[config.mk]
export PLATFORM = sky130hd
export DESIGN_NAME = hdrtm_front
export DESIGN_NICKNAME = d
export VERILOG_FILES = /design/src/rtl/hdr_tone_map_gamma_defines.svh /design/src/rtl/hdrtm_pkg.sv /design/src/rtl/hdrtm_front.sv
export SDC_FILE = /design/constraint.sdc
export NUM_CORES = 1
export LEC_CHECK = 0
export ABC_AREA = 0
export BUFFER_PORTS_ARGS = -buffer_cell sky130_fd_sc_hd__buf_2
export CAP_MARGIN = 20
export CORE_MARGIN = 1.5
export CORE_UTILIZATION = 54
export DETAILED_ROUTE_END_ITERATION = 10
export PLACE_DENSITY = 0.95
export SETUP_SLACK_MARGIN = 0.5
export SLEW_MARGIN = 10
export SYNTH_ARGS = -nofsm -noshare
export SYNTH_HDL_FRONTEND = slang
export SYNTH_SLANG_ARGS = --single-unit
[constraint.sdc]
create_clock -name clk -period 13 [get_ports clk]
set_input_delay 1.3 -clock clk [delete_from_list [all_inputs] [get_ports clk]]
set_output_delay 1.3 -clock clk [all_outputs]
set_load 0.01 [all_outputs]
[src/rtl/hdr_tone_map_gamma_defines.svh]
// Assertion macros used by the tone mapper back end.
`ifndef HDR_TONE_MAP_GAMMA_DEFINES_SVH
`define HDR_TONE_MAP_GAMMA_DEFINES_SVH

// Same-cycle implication, sampled on clk and disabled while rst_n is low.
`define HTMG_ASSERT_IMP(lbl, ante, cons, msg) \
    lbl: assert property (@(posedge clk) disable iff (!rst_n) (ante) |-> (cons)) \
        else $error(msg);

// Next-cycle implication, sampled on clk and disabled while rst_n is low.
`define HTMG_ASSERT_NXT(lbl, ante, cons, msg) \
    lbl: assert property (@(posedge clk) disable iff (!rst_n) (ante) |=> (cons)) \
        else $error(msg);

`endif

[src/rtl/hdrtm_pkg.sv]
// Shared types and constants of the HDR tone mapper.
`default_nettype none
package hdrtm_pkg;

    // One map pixel as queued between the front and the back end.
    typedef struct packed {
        logic [31:0] peak;
        logic [31:0] red;
        logic [31:0] green;
        logic [31:0] blue;
        logic        last;
    } hdrtm_item_t;

    localparam int QDEPTH = 2;
    localparam int QPTR_W = 1;

    localparam int DIV_NUM_W = 96;
    localparam int DIV_DEN_W = 64;
    localparam int DIV_CNT_W = 7;

    localparam logic FUNC_MEASURE = 1'b0;
    localparam logic FUNC_MAP     = 1'b1;

    // Upper limit of the tone mapped value m, 2.0 in Q.32.
    localparam logic [33:0] M_CAP = 34'h2_0000_0000;

endpackage
`default_nettype wire

[src/rtl/hdrtm_front.sv]
// Front end: accepts transfers, tracks the peak and queues map pixels.
`default_nettype none
module hdrtm_front
(
    input  wire logic                 clk,
    input  wire logic                 rst_n,
    input  wire logic                 s_tvalid,
    output logic                      s_tready,
    input  wire logic [95:0]          s_tdata,
    input  wire logic [1:0]           s_tuser,
    input  wire logic                 s_tlast,
    input  wire logic                 q_full,
    output logic                      q_push,
    output hdrtm_pkg::hdrtm_item_t    q_item
);

    logic [31:0] peak_reg;
    logic [31:0] peak_next;
    logic [31:0] base;
    logic [31:0] max_r;
    logic [31:0] max_g;
    logic        accept;

    assign s_tready = !q_full;
    assign accept   = s_tvalid && s_tready;

    always_comb
    begin
        base      = s_tuser[1] ? 32'd0 : peak_reg;
        max_r     = (s_tdata[31:0] > base) ? s_tdata[31:0] : base;
        max_g     = (s_tdata[63:32] > max_r) ? s_tdata[63:32] : max_r;
        peak_next = (s_tdata[95:64] > max_g) ? s_tdata[95:64] : max_g;
    end

    // Map pixels carry the peak that was current when they arrived.
    assign q_push       = accept && (s_tuser[0] == hdrtm_pkg::FUNC_MAP);
    assign q_item.peak  = peak_reg;
    assign q_item.red   = s_tdata[31:0];
    assign q_item.green = s_tdata[63:32];
    assign q_item.blue  = s_tdata[95:64];
    assign q_item.last  = s_tlast;

    always_ff @(posedge clk or negedge rst_n)
    begin
        if (!rst_n)
        begin
            peak_reg <= 32'd0;
        end
        else if (accept && (s_tuser[0] == hdrtm_pkg::FUNC_MEASURE))
        begin
            peak_reg <= peak_next;
        end
    end

endmodule
`default_nettype wire

==> impl_metrics.json <==
{
  "ys_seq_elements": 32,
  "finalSetupTns_ps": 0,
  "clockBufferDepth": 2,
  "irDropWorstVdd_mv": 0.1008,
  "drtIter0Drc": 422,
  "grt_pass1_wl_um": 26520,
  "crit_top_cell": "a21oi_1",
  "die_area_um2": 11120,
  "synth.area.top_cells": "ha_1 21%, dfrtp_1 14%, buf_4 13%, o31ai_2 6.4%, a21oi_1 6.2%",
  "worstSetupStartpoint": "s_tuser[1]",
  "min_path_cells": 2,
  "yosysTopAreaCellShare_pct": 20.98,
  "fin_crit_sh_pct": 73.32,
  "drt-vias-per-instance": 5.906,
  "r2r_end": "peak_reg[3]",
  "wl_um": 16550,
  "layout-drive-gt1-share_pct": 33.33,
  "placed_area_um2": 6173,
  "synth_flop_cell": "dfrtp_1",
  "cts_setup_buffers": 0,
  "wl_per_cell_um": 16.96,
  "clkLatencyLatePin_ps": 290,
  "core_um2": 10230,
  "cp_num_buf_inv": 4,
  "syn_nets": 920,
  "finalCriticalPeriod_ps": 9531,
  "gp_congestion": 0.9521,
  "async_reset_ff_share_pct": 100.0,
  "pre_cts_ws_ps": 3258,
  "min_path_type": "register to register",
  "syn_to_final_growth_pct": 10.56,
  "status": "completed",
  "finClkSkew_ps": 9.402,
  "end_kind": "register",
  "drt-pass1-iter-count": 5,
  "crit_fanout": 51,
  "mostFrequentLayoutCell": "buf_2",
  "final_area_um2": 6264,
  "slew_violations": 0,
  "ant_nets": 0,
  "cts_tree": "built",
  "worstSetupPathType": "input port to register",
  "dieHeight_um": 105.4,
  "numCtsBuffers": 5,
  "maxClockFrequency_mhz": 104.9,
  "ys_types": 43,
  "powerDensity_nw_per_um2": 187.5,
  "pin_count": 234,
  "rr_startpoint": "peak_reg[31]",
  "mostFrequentLayoutCells": "231 x buf_2, 95 x ha_1, 77 x nor2_1",
  "port_buffers": 231,
  "cts_resized": 0,
  "path_delay_family": "compound AO/OA/AOI/OAI gates",
  "ys_seq_area_share_pct": 14.13,
  "rsz0062_at_grt": "no",
  "worstHoldStart": "peak_reg[1]",
  "synth_edf_count": 0,
  "syn_inst": 722,
  "synth_area_um2": 5665,
  "post_synth.cell_area_avg_um2": 7.847,
  "grt_pass1_vias": 5621,
  "final_hold_viol_count": 0,
  "startpoint_type": "input port",
  "min_to": "peak_reg[1]",
  "cts_root_buf": "clkbuf_8",
  "slowest_delay_ps": 670,
  "cp_num_cells": 36,
  "setup-violations-final": 0,
  "start_util_pct": 55.37,
  "chipWidth_um": 105.4,
  "reg2regPathDepth": 35,
  "maxCapViolCount": 0,
  "n_antenna_cell": 0,
  "relSlewSlack_pct": 42.19,
  "grt_max_degree": 66,
  "core.rowCount": 37,
  "ctsHoldBuffers": 0,
  "grt_use_total_pct": 29.44,
  "vias": 5764,
  "nets": 1037,
  "post-dp-hpwl_um": 13360,
  "largest_reg_flops": 32,
  "antenna_found_initial": 0,
  "gr-total-overflow": 0,
  "crit_path_top_delay_cell": "o21ai_4",
  "yosysTopAreaCell": "ha_1",
  "tightestPinTransition_ps": 867.1,
  "rrSetupSlack_ps": 4510,
  "htree_levels": 2,
  "clk_pin_slew_ps": 80,
  "clkSinkCount": 32,
  "p_leak_nw": 3.134,
  "crit_required_ps": 13190,
  "arrival_ps": 9730,
  "synth_warnings": 0,
  "drcViolationCount": 0,
  "fin_ws_ps": 3469
}
[through the flow]
step	hold slack (ps)	utilization, %	power [mW]	instances
after detailed placement	586.8	60.34	1.071	968
after global placement	584.0	60.34	1.037	968
after global routing	654.8	61.22	1.286	976
after floorplan	637.1	-	0.8466	722
after CTS	605.1	61.22	1.163	976
final	602.5	61.22	1.174	976
[cell families after synthesis]
group	count (synthesis)	share of synthesized area [%]
mux	2	0.3754
simple gates	271	25.53
flops	32	14.13
buf+inv	136	16.10
compound gates	186	22.88
fa+ha+maj	95	20.98
[cells in the mapped netlist (2+ instances only)]
cell type   n
a21o_1     10
nand4_1    15
nor2b_1    35
or2_1      30
o21ai_0    22
a31oi_1    33
nand2_1    22
nor2_1     78
nor3_1      3
buf_6       4
o31ai_2    29
and3_1      4
ha_1       95
buf_4      99
a21oi_1    70
nor4_1      4
inv_1      10
nand2b_1   33
o2111ai_1   2
o31ai_1     5
dfrtp_1    32
and2_1     34
o221ai_1    3
nand3_1     9
clkbuf_1   23
[where the power goes]
| part | switching, mW | internal [mW] |
|---|---|---|
| sequential | 0.0403 | 0.145 |
| combinational | 0.530 | 0.371 |
| clock | 0.0446 | 0.0434 |
[metal layers]
metal	global-route usage, %	share of wire [%]
met2	51.73	49
met3	3.711	7.1
met1	36.47	41
met5	0	0
met4	11.45	2.8
[worst max path at each step]
stage                         to  slack (ps)
floorplan           peak_reg[10]        5240
global placement     peak_reg[0]        3540
detailed placement   peak_reg[3]        3260
CTS                  peak_reg[3]        3530
global route         peak_reg[3]        2720
finish               peak_reg[3]        3470
[worst reg2reg max path, delay by kind of cell (launching register included)]
family / cells / cell delay (ps)
buffers and inverters: 3 / 1270
AO/OA/AOI/OAI: 17 / 3460
adder cells (fa/ha/maj): 3 / 900
AND/OR/NAND/NOR: 12 / 2370
flip-flops: 1 / 390
[area by class of cell]
type	count	area (µm²)
well taps	136	170.2
fillers	912	3968
clock buffers	8	90.09
repair buffers	236	1194
flip-flops and latches	32	800.8
multi-input cells	554	3971
inverters	10	37.54
(Power assumes the default switching activity.)
