### src/rtl/hdr_tone_map_gamma_defines.svh
// Assertion macros used by the tone mapper back end.
`ifndef HDR_TONE_MAP_GAMMA_DEFINES_SVH
`define HDR_TONE_MAP_GAMMA_DEFINES_SVH

// Same-cycle implication, sampled on clk and disabled while rst_n is low.
`define HTMG_ASSERT_IMP(lbl, ante, cons, msg) \
    lbl: assert property (@(posedge clk) disable iff (!rst_n) (ante) |-> (cons)) \
        else $error(msg);

// Next-cycle implication, sampled on clk and disabled while rst_n is low.
`define HTMG_ASSERT_NXT(lbl, ante, cons, msg) \
    lbl: assert property (@(posedge clk) disable iff (!rst_n) (ante) |=> (cons)) \
        else $error(msg);

`endif

### src/rtl/hdrtm_pkg.sv
// Shared types and constants of the HDR tone mapper.
`default_nettype none
package hdrtm_pkg;

    // One map pixel as queued between the front and the back end.
    typedef struct packed {
        logic [31:0] peak;
        logic [31:0] red;
        logic [31:0] green;
        logic [31:0] blue;
        logic        last;
    } hdrtm_item_t;

    localparam int QDEPTH = 2;
    localparam int QPTR_W = 1;

    localparam int DIV_NUM_W = 96;
    localparam int DIV_DEN_W = 64;
    localparam int DIV_CNT_W = 7;

    localparam logic FUNC_MEASURE = 1'b0;
    localparam logic FUNC_MAP     = 1'b1;

    // Upper limit of the tone mapped value m, 2.0 in Q.32.
    localparam logic [33:0] M_CAP = 34'h2_0000_0000;

endpackage
`default_nettype wire

### src/rtl/hdrtm_fifo.sv
// Short pixel queue between the front and the back end.
`default_nettype none
module hdrtm_fifo
(
    input  wire logic                   clk,
    input  wire logic                   rst_n,
    input  wire logic                   push,
    input  wire hdrtm_pkg::hdrtm_item_t push_item,
    input  wire logic                   pop,
    output logic                        full,
    output logic                        valid,
    output hdrtm_pkg::hdrtm_item_t      head
);

    hdrtm_pkg::hdrtm_item_t mem_reg [hdrtm_pkg::QDEPTH];
    logic [hdrtm_pkg::QPTR_W-1:0] wr_ptr_reg;
    logic [hdrtm_pkg::QPTR_W-1:0] rd_ptr_reg;
    logic [hdrtm_pkg::QPTR_W:0]   count_reg;

    assign full  = (count_reg == (hdrtm_pkg::QPTR_W+1)'(hdrtm_pkg::QDEPTH));
    assign valid = (count_reg != '0);
    assign head  = mem_reg[rd_ptr_reg];

    always_ff @(posedge clk)
    begin
        if (push && !full)
        begin
            mem_reg[wr_ptr_reg] <= push_item;
        end
    end

    always_ff @(posedge clk or negedge rst_n)
    begin
        if (!rst_n)
        begin
            wr_ptr_reg <= '0;
            rd_ptr_reg <= '0;
            count_reg  <= '0;
        end
        else
        begin
            if (push && !full)
            begin
                wr_ptr_reg <= wr_ptr_reg + 1'b1;
            end
            if (pop && valid)
            begin
                rd_ptr_reg <= rd_ptr_reg + 1'b1;
            end
            if ((push && !full) && !(pop && valid))
            begin
                count_reg <= count_reg + 1'b1;
            end
            else if (!(push && !full) && (pop && valid))
            begin
                count_reg <= count_reg - 1'b1;
            end
        end
    end

endmodule
`default_nettype wire

### config.mk
export PLATFORM = sky130hd
export DESIGN_NAME = hdrtm_fifo
export DESIGN_NICKNAME = d
export VERILOG_FILES = /design/src/rtl/hdr_tone_map_gamma_defines.svh /design/src/rtl/hdrtm_pkg.sv /design/src/rtl/hdrtm_fifo.sv
export SDC_FILE = /design/constraint.sdc
export NUM_CORES = 1
export LEC_CHECK = 0
export BUFFER_PORTS_ARGS = -buffer_cell sky130_fd_sc_hd__buf_2
export CAP_MARGIN = 30
export CORE_AREA = 2 2 146 134
export CTS_CLUSTER_DIAMETER = 40
export DETAILED_ROUTE_END_ITERATION = 10
export DIE_AREA = 0 0 148 136
export MAX_ROUTING_LAYER = met4
export PLACE_DENSITY = 0.87
export SYNTH_ARGS = -nofsm -noshare
export SYNTH_HDL_FRONTEND = slang
export SYNTH_SLANG_ARGS = --single-unit
### constraint.sdc
create_clock -name clk -period 8.7 [get_ports clk]
set_clock_uncertainty 0.2 [all_clocks]
set_input_delay 1.74 -clock clk [delete_from_list [all_inputs] [get_ports clk]]
set_output_delay 1.74 -clock clk [all_outputs]
set_load 0.02 [all_outputs]
==> reports/results.ini, run 1 <==
[synth]
synth-seq-cells = 262
synth_top_area_frac = 0.8127
synth_commonest_cells = edfxtp_1 (258), mux2_2 (129), buf_6 (10)
synth.area.top_cells = edfxtp_1 (81%), mux2_2 (15%), buf_6 (1.2%), dfrtp_1 (1.1%), xnor2_1 (0.28%)
ys.flop_type = edfxtp_1
ys_types = 15
syn_nets = 554
syn_area_sq_um = 9533
synth_top_area_cell = edfxtp_1
synthCells = 420
synth_sequential_area_ratio = 0.8232
async_reset_ff_frac = 0.01527
syn_area_per_cell_sq_um = 22.70
yosys.cell_count.top_type = edfxtp_1
synth_edf_count = 258
yosys_warnings = 0

[place]
portBuffers = 263
hpwl_um = 11430
dpl_cell_area_sq_um = 11130
dp_slack_ns = 4.312
place_congestion = 0.7135
dpl.cell_count = 925

[clocking]
ctsResizeCount = 0
cts.path.max_buffers = 3
hold_buffers = 0
htreeDepth = 2
cts_num_sinks = 262
cts_tree = yes
postCtsSetupBuffers = 0
path_clk_slew_ns = 0.06
root_buffer = clkbuf_16
clk_latency_ns = 0.49
numCtsBuffers = 35

[layout]
fillCellCount = 1250
final-seq-area_sq_um = 7851
diodes = 0
finalNonFillerCells = 988
multi_input_area_sq_um = 1555
fin_area_sq_um = 12310
drive_gt1_frac = 0.6179
final_net_count = 846
areaGrowthSynthToFinish_pct = 29.09
utilization = 0.6567
largest_reg_flops = 258

[timing]
setup_viol = 0
setup_ws_ns = 3.847
hold_viol = 0
rsz0062_at_grt = no
fmax_ghz = 0.2061
fin_setup_tns_ns = 0
fin_crit_sh = 0.5578
max_slew_margin = 0.4036
holdWs_ns = 0.2976
worstMarginPinSlew_ns = 0.8945
fin_crit_ns = 4.853
drv_slew = 0

[grt]
grt_pass1_vias = 5317
grt_overflow = 0
grt_max_degree = 69
antenna_found_initial = 0
grt_pass1_wl_um = 26360
globalRouteTotalUtil = 0.1760

[detailed_routing]
drt_iter0_markers = 194
via_per_inst = 4.983
route.vias.total = 4923
drt_first_pass_iters = 5
wl_um = 17750
wl_per_cell_um = 17.96
drc = 0
ant_nets = 0

[critical_path]
worstSetupPathType = reg -> out
start_kind = register
crit_fanout = 68
crit_path_end_kind = primary output
rrSetupSlack_ns = 6.06
cp.arrival_ns = 2.91
crit_required_ns = 6.76

[floorplanning]
fp.coreArea_sq_um = 18740
placementRows = 48
dieArea_sq_um = 20130
start_util = 0.5087
ios = 264
die_y_um = 136
die_w_um = 148

[flow_run]
drv_cap = 0

[power_and_ir_drop]
ir_worst_vdd_mv = 0.2335
p_leak_nw = 4.648
p_per_area_nw_per_um2 = 370.4
power_mw = 4.558

[run_status]
status = finished clean

[hold_path]
min_path_type = reg -> reg

[metal layers]
layer	vias to the layer above	track usage	share of wire
met5	-	-	0
li1	2268	-	-
met2	184	0.3092	0.54
met4	0	0.05556	0.016
met1	2449	0.1945	0.37
met3	22	0.05168	0.070
[worst max-delay path: stages (launching register included)]
cell	delay, ns
dfrtp_4	0.96
buf_4	0.79
mux2_2	0.43
buf_2	0.16
[power by group]
part           internal, mW  switching [mW]
logic                 0.529           0.792
clock network         0.878           0.514
registers              1.73           0.120
[final cells by class]
type                       count  area share
clock buffer                  42     0.07677
clock inverter                21     0.01891
inverter                       2   0.0006101
multi-input combinational    142      0.1264
sequential                   262      0.6380
tap                          250     0.02542
timing repair buffer         269      0.1139
[cell families (layout without fill, tap and decap cells)]
logic type,Yosys count,in the layout,synth area share
flip-flops,262,262,0.8232
multiplexers,129,129,0.1524
buffers and inverters,16,334,0.01496
AND/OR/NAND/NOR,7,7,0.003546
XOR/XNOR,5,5,0.004595
adder cells (fa/ha/maj),1,1,0.001312
[final timing paths]
path	end	cells after the start	from
setup / recovery	head[27]	3	rd_ptr_reg$_DFFE_PN0P_
hold / removal	count_reg[1]$_DFFE_PN0P_	1	count_reg[1]$_DFFE_PN0P_
setup reg to reg	mem_reg[1][93]$_DFFE_PP_	4	count_reg[0]$_DFFE_PN0P_
hold reg to reg	count_reg[1]$_DFFE_PN0P_	1	count_reg[1]$_DFFE_PN0P_
max in group asynchronous	rd_ptr_reg$_DFFE_PN0P_	1	rst_n
min in group asynchronous	count_reg[1]$_DFFE_PN0P_	1	rst_n
[cell usage in the layout, fill, tap and decap left out, drive strengths merged]
cell type and count:
bufinv 3, buf 269, xnor2 3, ha 1, nor2 2, edfxtp 258, mux2 129, clkinvlp 3
nand2 2, nand2b 1, dfrtp 4, clkbuf 42, inv 6, and3 1, xor2 2, or2 1
clkinv 11
Note: power is estimated with default switching activity, not from simulation.
==> inputs of run 2 (changes only) <==
- CORE_AREA: 2 2 146 134 -> 2 2 154 141
- DIE_AREA: 0 0 148 136 -> 0 0 156 143
- PLACE_DENSITY: 0.87 -> 0.83
- clock period: 8.7 -> 4.4 ns (I/O delays scaled with it)
==> reports/results.ini, run 2 (synthesis gave the netlist of run 1 again) <==
[floorplanning]
ios = 264
die_y_um = 143
placementRows = 50
start_util = 0.4632
die_w_um = 156
dieArea_sq_um = 22310
fp.coreArea_sq_um = 20580

[critical_path]
ff2ff_path_depth = 3
worstSetupEndpoint = head[82]
cp_top_family = buffers and inverters
crit_fanout = 56
crit_required_ns = 3.32
rrSetupSlack_ns = 2.19
cp_cell_sequence = buf_4 -> mux2_2 -> buf_2
cp_slowest_cell = buf_4
cp_num_buf_inv = 2
worstSetupPathType = reg -> out
timing.rr.end = mem_reg[1][6]$_DFFE_PP_
cp.arrival_ns = 2.10
path_depth = 3
slowest_delay_ns = 0.56
crit_path_end_kind = primary output
timing.rr.start = count_reg[0]$_DFFE_PN0P_
start_kind = register
critPathLaunch = rd_ptr_reg$_DFFE_PN0P_

[clocking]
root_buffer = clkbuf_16
cts.path.max_buffers = 3
path_clk_slew_ns = 0.05
hold_buffers = 1
cts_tree = yes
ctsResizeCount = 0
htreeDepth = 2
postCtsSetupBuffers = 0
cts_num_sinks = 262
numCtsBuffers = 34
clk_latency_ns = 0.48

[hold_path]
min_path_type = reg -> reg

[layout]
final_net_count = 846
fillCellCount = 1502
drive_gt1_frac = 0.6174
final-seq-area_sq_um = 7851
layout_common_cells = buf_2 (263), edfxtp_1 (258), mux2_2 (129)
multi_input_area_sq_um = 1555
final_common_cell = buf_2
largest_reg_flops = 258
areaGrowthSynthToFinish_pct = 28.95
finalNonFillerCells = 998

[detailed_routing]
drt_iter0_markers = 239
ant_nets = 0
via_per_inst = 4.883
drc = 0
drt_first_pass_iters = 4
wl_per_cell_um = 17.47
route.vias.total = 4873
wl_um = 17440

[timing]
setup_viol = 0
fin_crit_sh = 0.7238
fin_setup_tns_ns = 0
drv_slew = 0
worstMarginPinSlew_ns = 0.8962
max_slew_margin = 0.4025
fmax_ghz = 0.3140
fin_crit_ns = 3.185
setup_ws_ns = 1.215
hold_viol = 0
holdWs_ns = 0.2987
rsz0062_at_grt = no

[grt]
antenna_found_initial = 1
grt_pass1_vias = 5112
grt_max_degree = 75
grt_pass1_wl_um = 25530
grt_overflow = 0
globalRouteTotalUtil = 0.1538

[place]
dp_slack_ns = 1.713
dpl.cell_count = 935
place_congestion = 0.7025
portBuffers = 263
hpwl_um = 11360

[power_and_ir_drop]
ir_worst_vdd_mv = 0.4669
power_mw = 8.980
p_leak_nw = 4.645
p_per_area_nw_per_um2 = 730.5

[run_status]
status = finished clean

[flow_run]
drv_cap = 0

==> run 2: changes by cell type in the layout (fill, tap and decap cells not counted), sizes merged <==
cell,before,now
dlygate4sd3,0,1
diode,0,1
inv,6,7
clkinv,11,9
clkinvlp,3,2
==> run 2: worst register-to-register path: stages (launching register included) <==
cell and delay [ns]:
dfrtp_1 0.40, nand2b_1 0.18, and3_4 0.61, buf_12 0.40
==> run 2: layer usage <==
metal	vias to the layer above	GRT usage	routed length (um)
met4	0	0.06229	456
met5	-	-	0
met1	2348	0.1762	6930
met3	42	0.04917	1376
li1	2276	-	-
met2	207	0.2531	8674
==> run 2: final cells by class <==
cell class              instances  area share
flip-flops and latches        262      0.6387
multi-input cells             142      0.1265
repair buffers                270      0.1136
clock buffers                  42     0.07685
well taps                     260     0.02646
clock inverters                19     0.01710
inverters                       2   0.0006107
diodes                          1   0.0002036
==> run 2: power breakdown <==
part	internal, mW	switching [mW]	leakage (nW)
sequential	3.42	0.125	2.44
clock	1.73	1.00	0.562
combinational	1.04	1.67	1.64
==> run 2: how the worst min path moves through the flow <==
stage                             start                  endpoint  slack, ns  depth (start not counted)
4_1_cts        count_reg[1]$_DFFE_PN0P_  count_reg[1]$_DFFE_PN0P_       0.30                          1
3_5_place_dp   count_reg[1]$_DFFE_PN0P_  count_reg[1]$_DFFE_PN0P_       0.28                          1
2_1_floorplan  count_reg[1]$_DFFE_PN0P_  count_reg[1]$_DFFE_PN0P_       0.26                          1
6_report       count_reg[1]$_DFFE_PN0P_  count_reg[1]$_DFFE_PN0P_       0.30                          1
5_1_grt        count_reg[1]$_DFFE_PN0P_  count_reg[1]$_DFFE_PN0P_       0.33                          1
3_3_place_gp   count_reg[1]$_DFFE_PN0P_  count_reg[1]$_DFFE_PN0P_       0.29                          1
==> run 2: metrics by stage <==
| stage | instance area, sq um | util |
|---|---|---|
| floorplan | 9542 | - |
| global placement | 11130 | 0.5405 |
| detailed placement | 11130 | 0.5405 |
| CTS | 12290 | 0.5971 |
| global route | 12290 | 0.5973 |
| finish | 12290 | 0.5973 |
==> inputs of run 3 (changes only) <==
- CORE_AREA: 2 2 154 141 -> 2 2 146 134
- DIE_AREA: 0 0 156 143 -> 0 0 148 136
- PLACE_DENSITY: 0.83 -> 0.87
- clock period: 4.4 -> 3 ns (I/O delays scaled with it)
==> reports/results.ini, run 3 (synthesis gave the netlist of run 1 again) <==
[clocking]
cts.path.max_buffers = 3
root_buffer = clkbuf_16
cts_tree = yes
path_clk_slew_ns = 0.06
cts_num_sinks = 262
numCtsBuffers = 30
postCtsSetupBuffers = 0
clk_latency_ns = 0.53
htreeDepth = 1

[timing]
max_slew_margin = 0.5041
fin_crit_sh = 0.9046
setup_viol = 0
setup_ws_ns = 0.2863
worstMarginPinSlew_ns = 0.7438
fmax_ghz = 0.3685
fin_crit_ns = 2.714
rsz0062_at_grt = no
drv_slew = 0
hold_viol = 0

[critical_path]
crit_path_end_kind = primary output
rrSetupSlack_ns = 0.93
worstSetupPathType = reg -> out
cp.arrival_ns = 1.91
crit_fanout = 66
crit_required_ns = 2.20
start_kind = register

[place]
portBuffers = 263
dp_slack_ns = 0.8225
hpwl_um = 11850
dpl_cell_area_sq_um = 11170
place_congestion = 0.7581
dpl.cell_count = 925

[power_and_ir_drop]
ir_worst_vdd_mv = 0.7216
p_leak_nw = 4.584
p_per_area_nw_per_um2 = 1052

[layout]
multi_input_area_sq_um = 1574
finalNonFillerCells = 981
diodes = 0
areaGrowthSynthToFinish_pct = 27.76
fillCellCount = 1289
fin_area_sq_um = 12180
drive_gt1_frac = 0.6183
largest_reg_flops = 258
final_net_count = 842
final_common_cell = buf_2
final-seq-area_sq_um = 7851
layout_common_cells = buf_2 (263), edfxtp_1 (258), mux2_2 (129)

[grt]
grt_pass1_vias = 5023
globalRouteTotalUtil = 0.1734
grt_overflow = 0
grt_max_degree = 74
grt_pass1_wl_um = 26280
antenna_found_initial = 0

[floorplanning]
dieArea_sq_um = 20130
die_w_um = 148
ios = 264
placementRows = 48
fp.coreArea_sq_um = 18740
die_y_um = 136
start_util = 0.5087

[detailed_routing]
via_per_inst = 5.033
wl_per_cell_um = 18.44
route.vias.total = 4937
drc = 0
wl_um = 18090
drt_iter0_markers = 224
drt_first_pass_iters = 5
ant_nets = 0

[flow_run]
drv_cap = 0

[run_status]
status = finished clean

[hold_path]
min_path_type = in -> reg

-- run 3: metrics by stage --
stage	utilization	hold WS [ns]	power, mW	TNS (ns)
after global routing	0.6500	0.03219	13.33	0
after detailed placement	0.5961	0.2119	9.362	0
final	0.6500	0.05526	12.81	0
after CTS	0.6500	0.03061	12.95	0
after global placement	0.5961	0.2099	9.220	0
after floorplan	-	0.1044	8.144	-22.36
-- run 3: worst paths after layout --
kind,end,cells after the start,startpoint
max in group asynchronous,rd_ptr_reg$_DFFE_PN0P_,2,rst_n
max,head[28],3,rd_ptr_reg$_DFFE_PN0P_
min reg2reg,count_reg[1]$_DFFE_PN0P_,1,count_reg[1]$_DFFE_PN0P_
min,mem_reg[0][37]$_DFFE_PP_,1,push_item[37]
min in group asynchronous,count_reg[1]$_DFFE_PN0P_,2,rst_n
max reg2reg,mem_reg[1][64]$_DFFE_PP_,3,count_reg[0]$_DFFE_PN0P_
-- run 3: area by class of cell --
class / instances / share of cell area
inverters: 2 / 0.0006164
well taps: 250 / 0.02568
repair buffers: 270 / 0.1177
clock inverters: 22 / 0.01777
clock buffers: 33 / 0.06431
multi-input cells: 142 / 0.1292
flip-flops and latches: 262 / 0.6446
-- run 3: critical path, cell delays in order (launching register included) --
cell and delay (ns):
dfrtp_4 0.44, buf_12 0.31, mux2_2 0.41, buf_2 0.17
-- run 3: repair_timing --
| action | 4_1_cts | 5_1_grt |
|---|---|---|
| hold buffers | 1 | 0 |
| gates resized for setup | 0 | 0 |
| endpoints found under the hold margin | 4 | 0 |
-- run 3: power breakdown --
| group | leakage, nW | switching (mW) | total (mW) | internal [mW] |
|---|---|---|---|---|
| clock | 0.487 | 1.40 | 3.55 | 2.16 |
| combinational | 1.66 | 2.48 | 4.05 | 1.57 |
| sequential | 2.44 | 0.201 | 5.21 | 5.01 |
-- run 3: layer usage --
layer	share of wire	up-vias	track usage
met2	0.52	221	0.3004
met3	0.073	46	0.03926
li1	-	2257	-
met5	0	-	-
met4	0.028	0	0.05820
met1	0.38	2413	0.2020
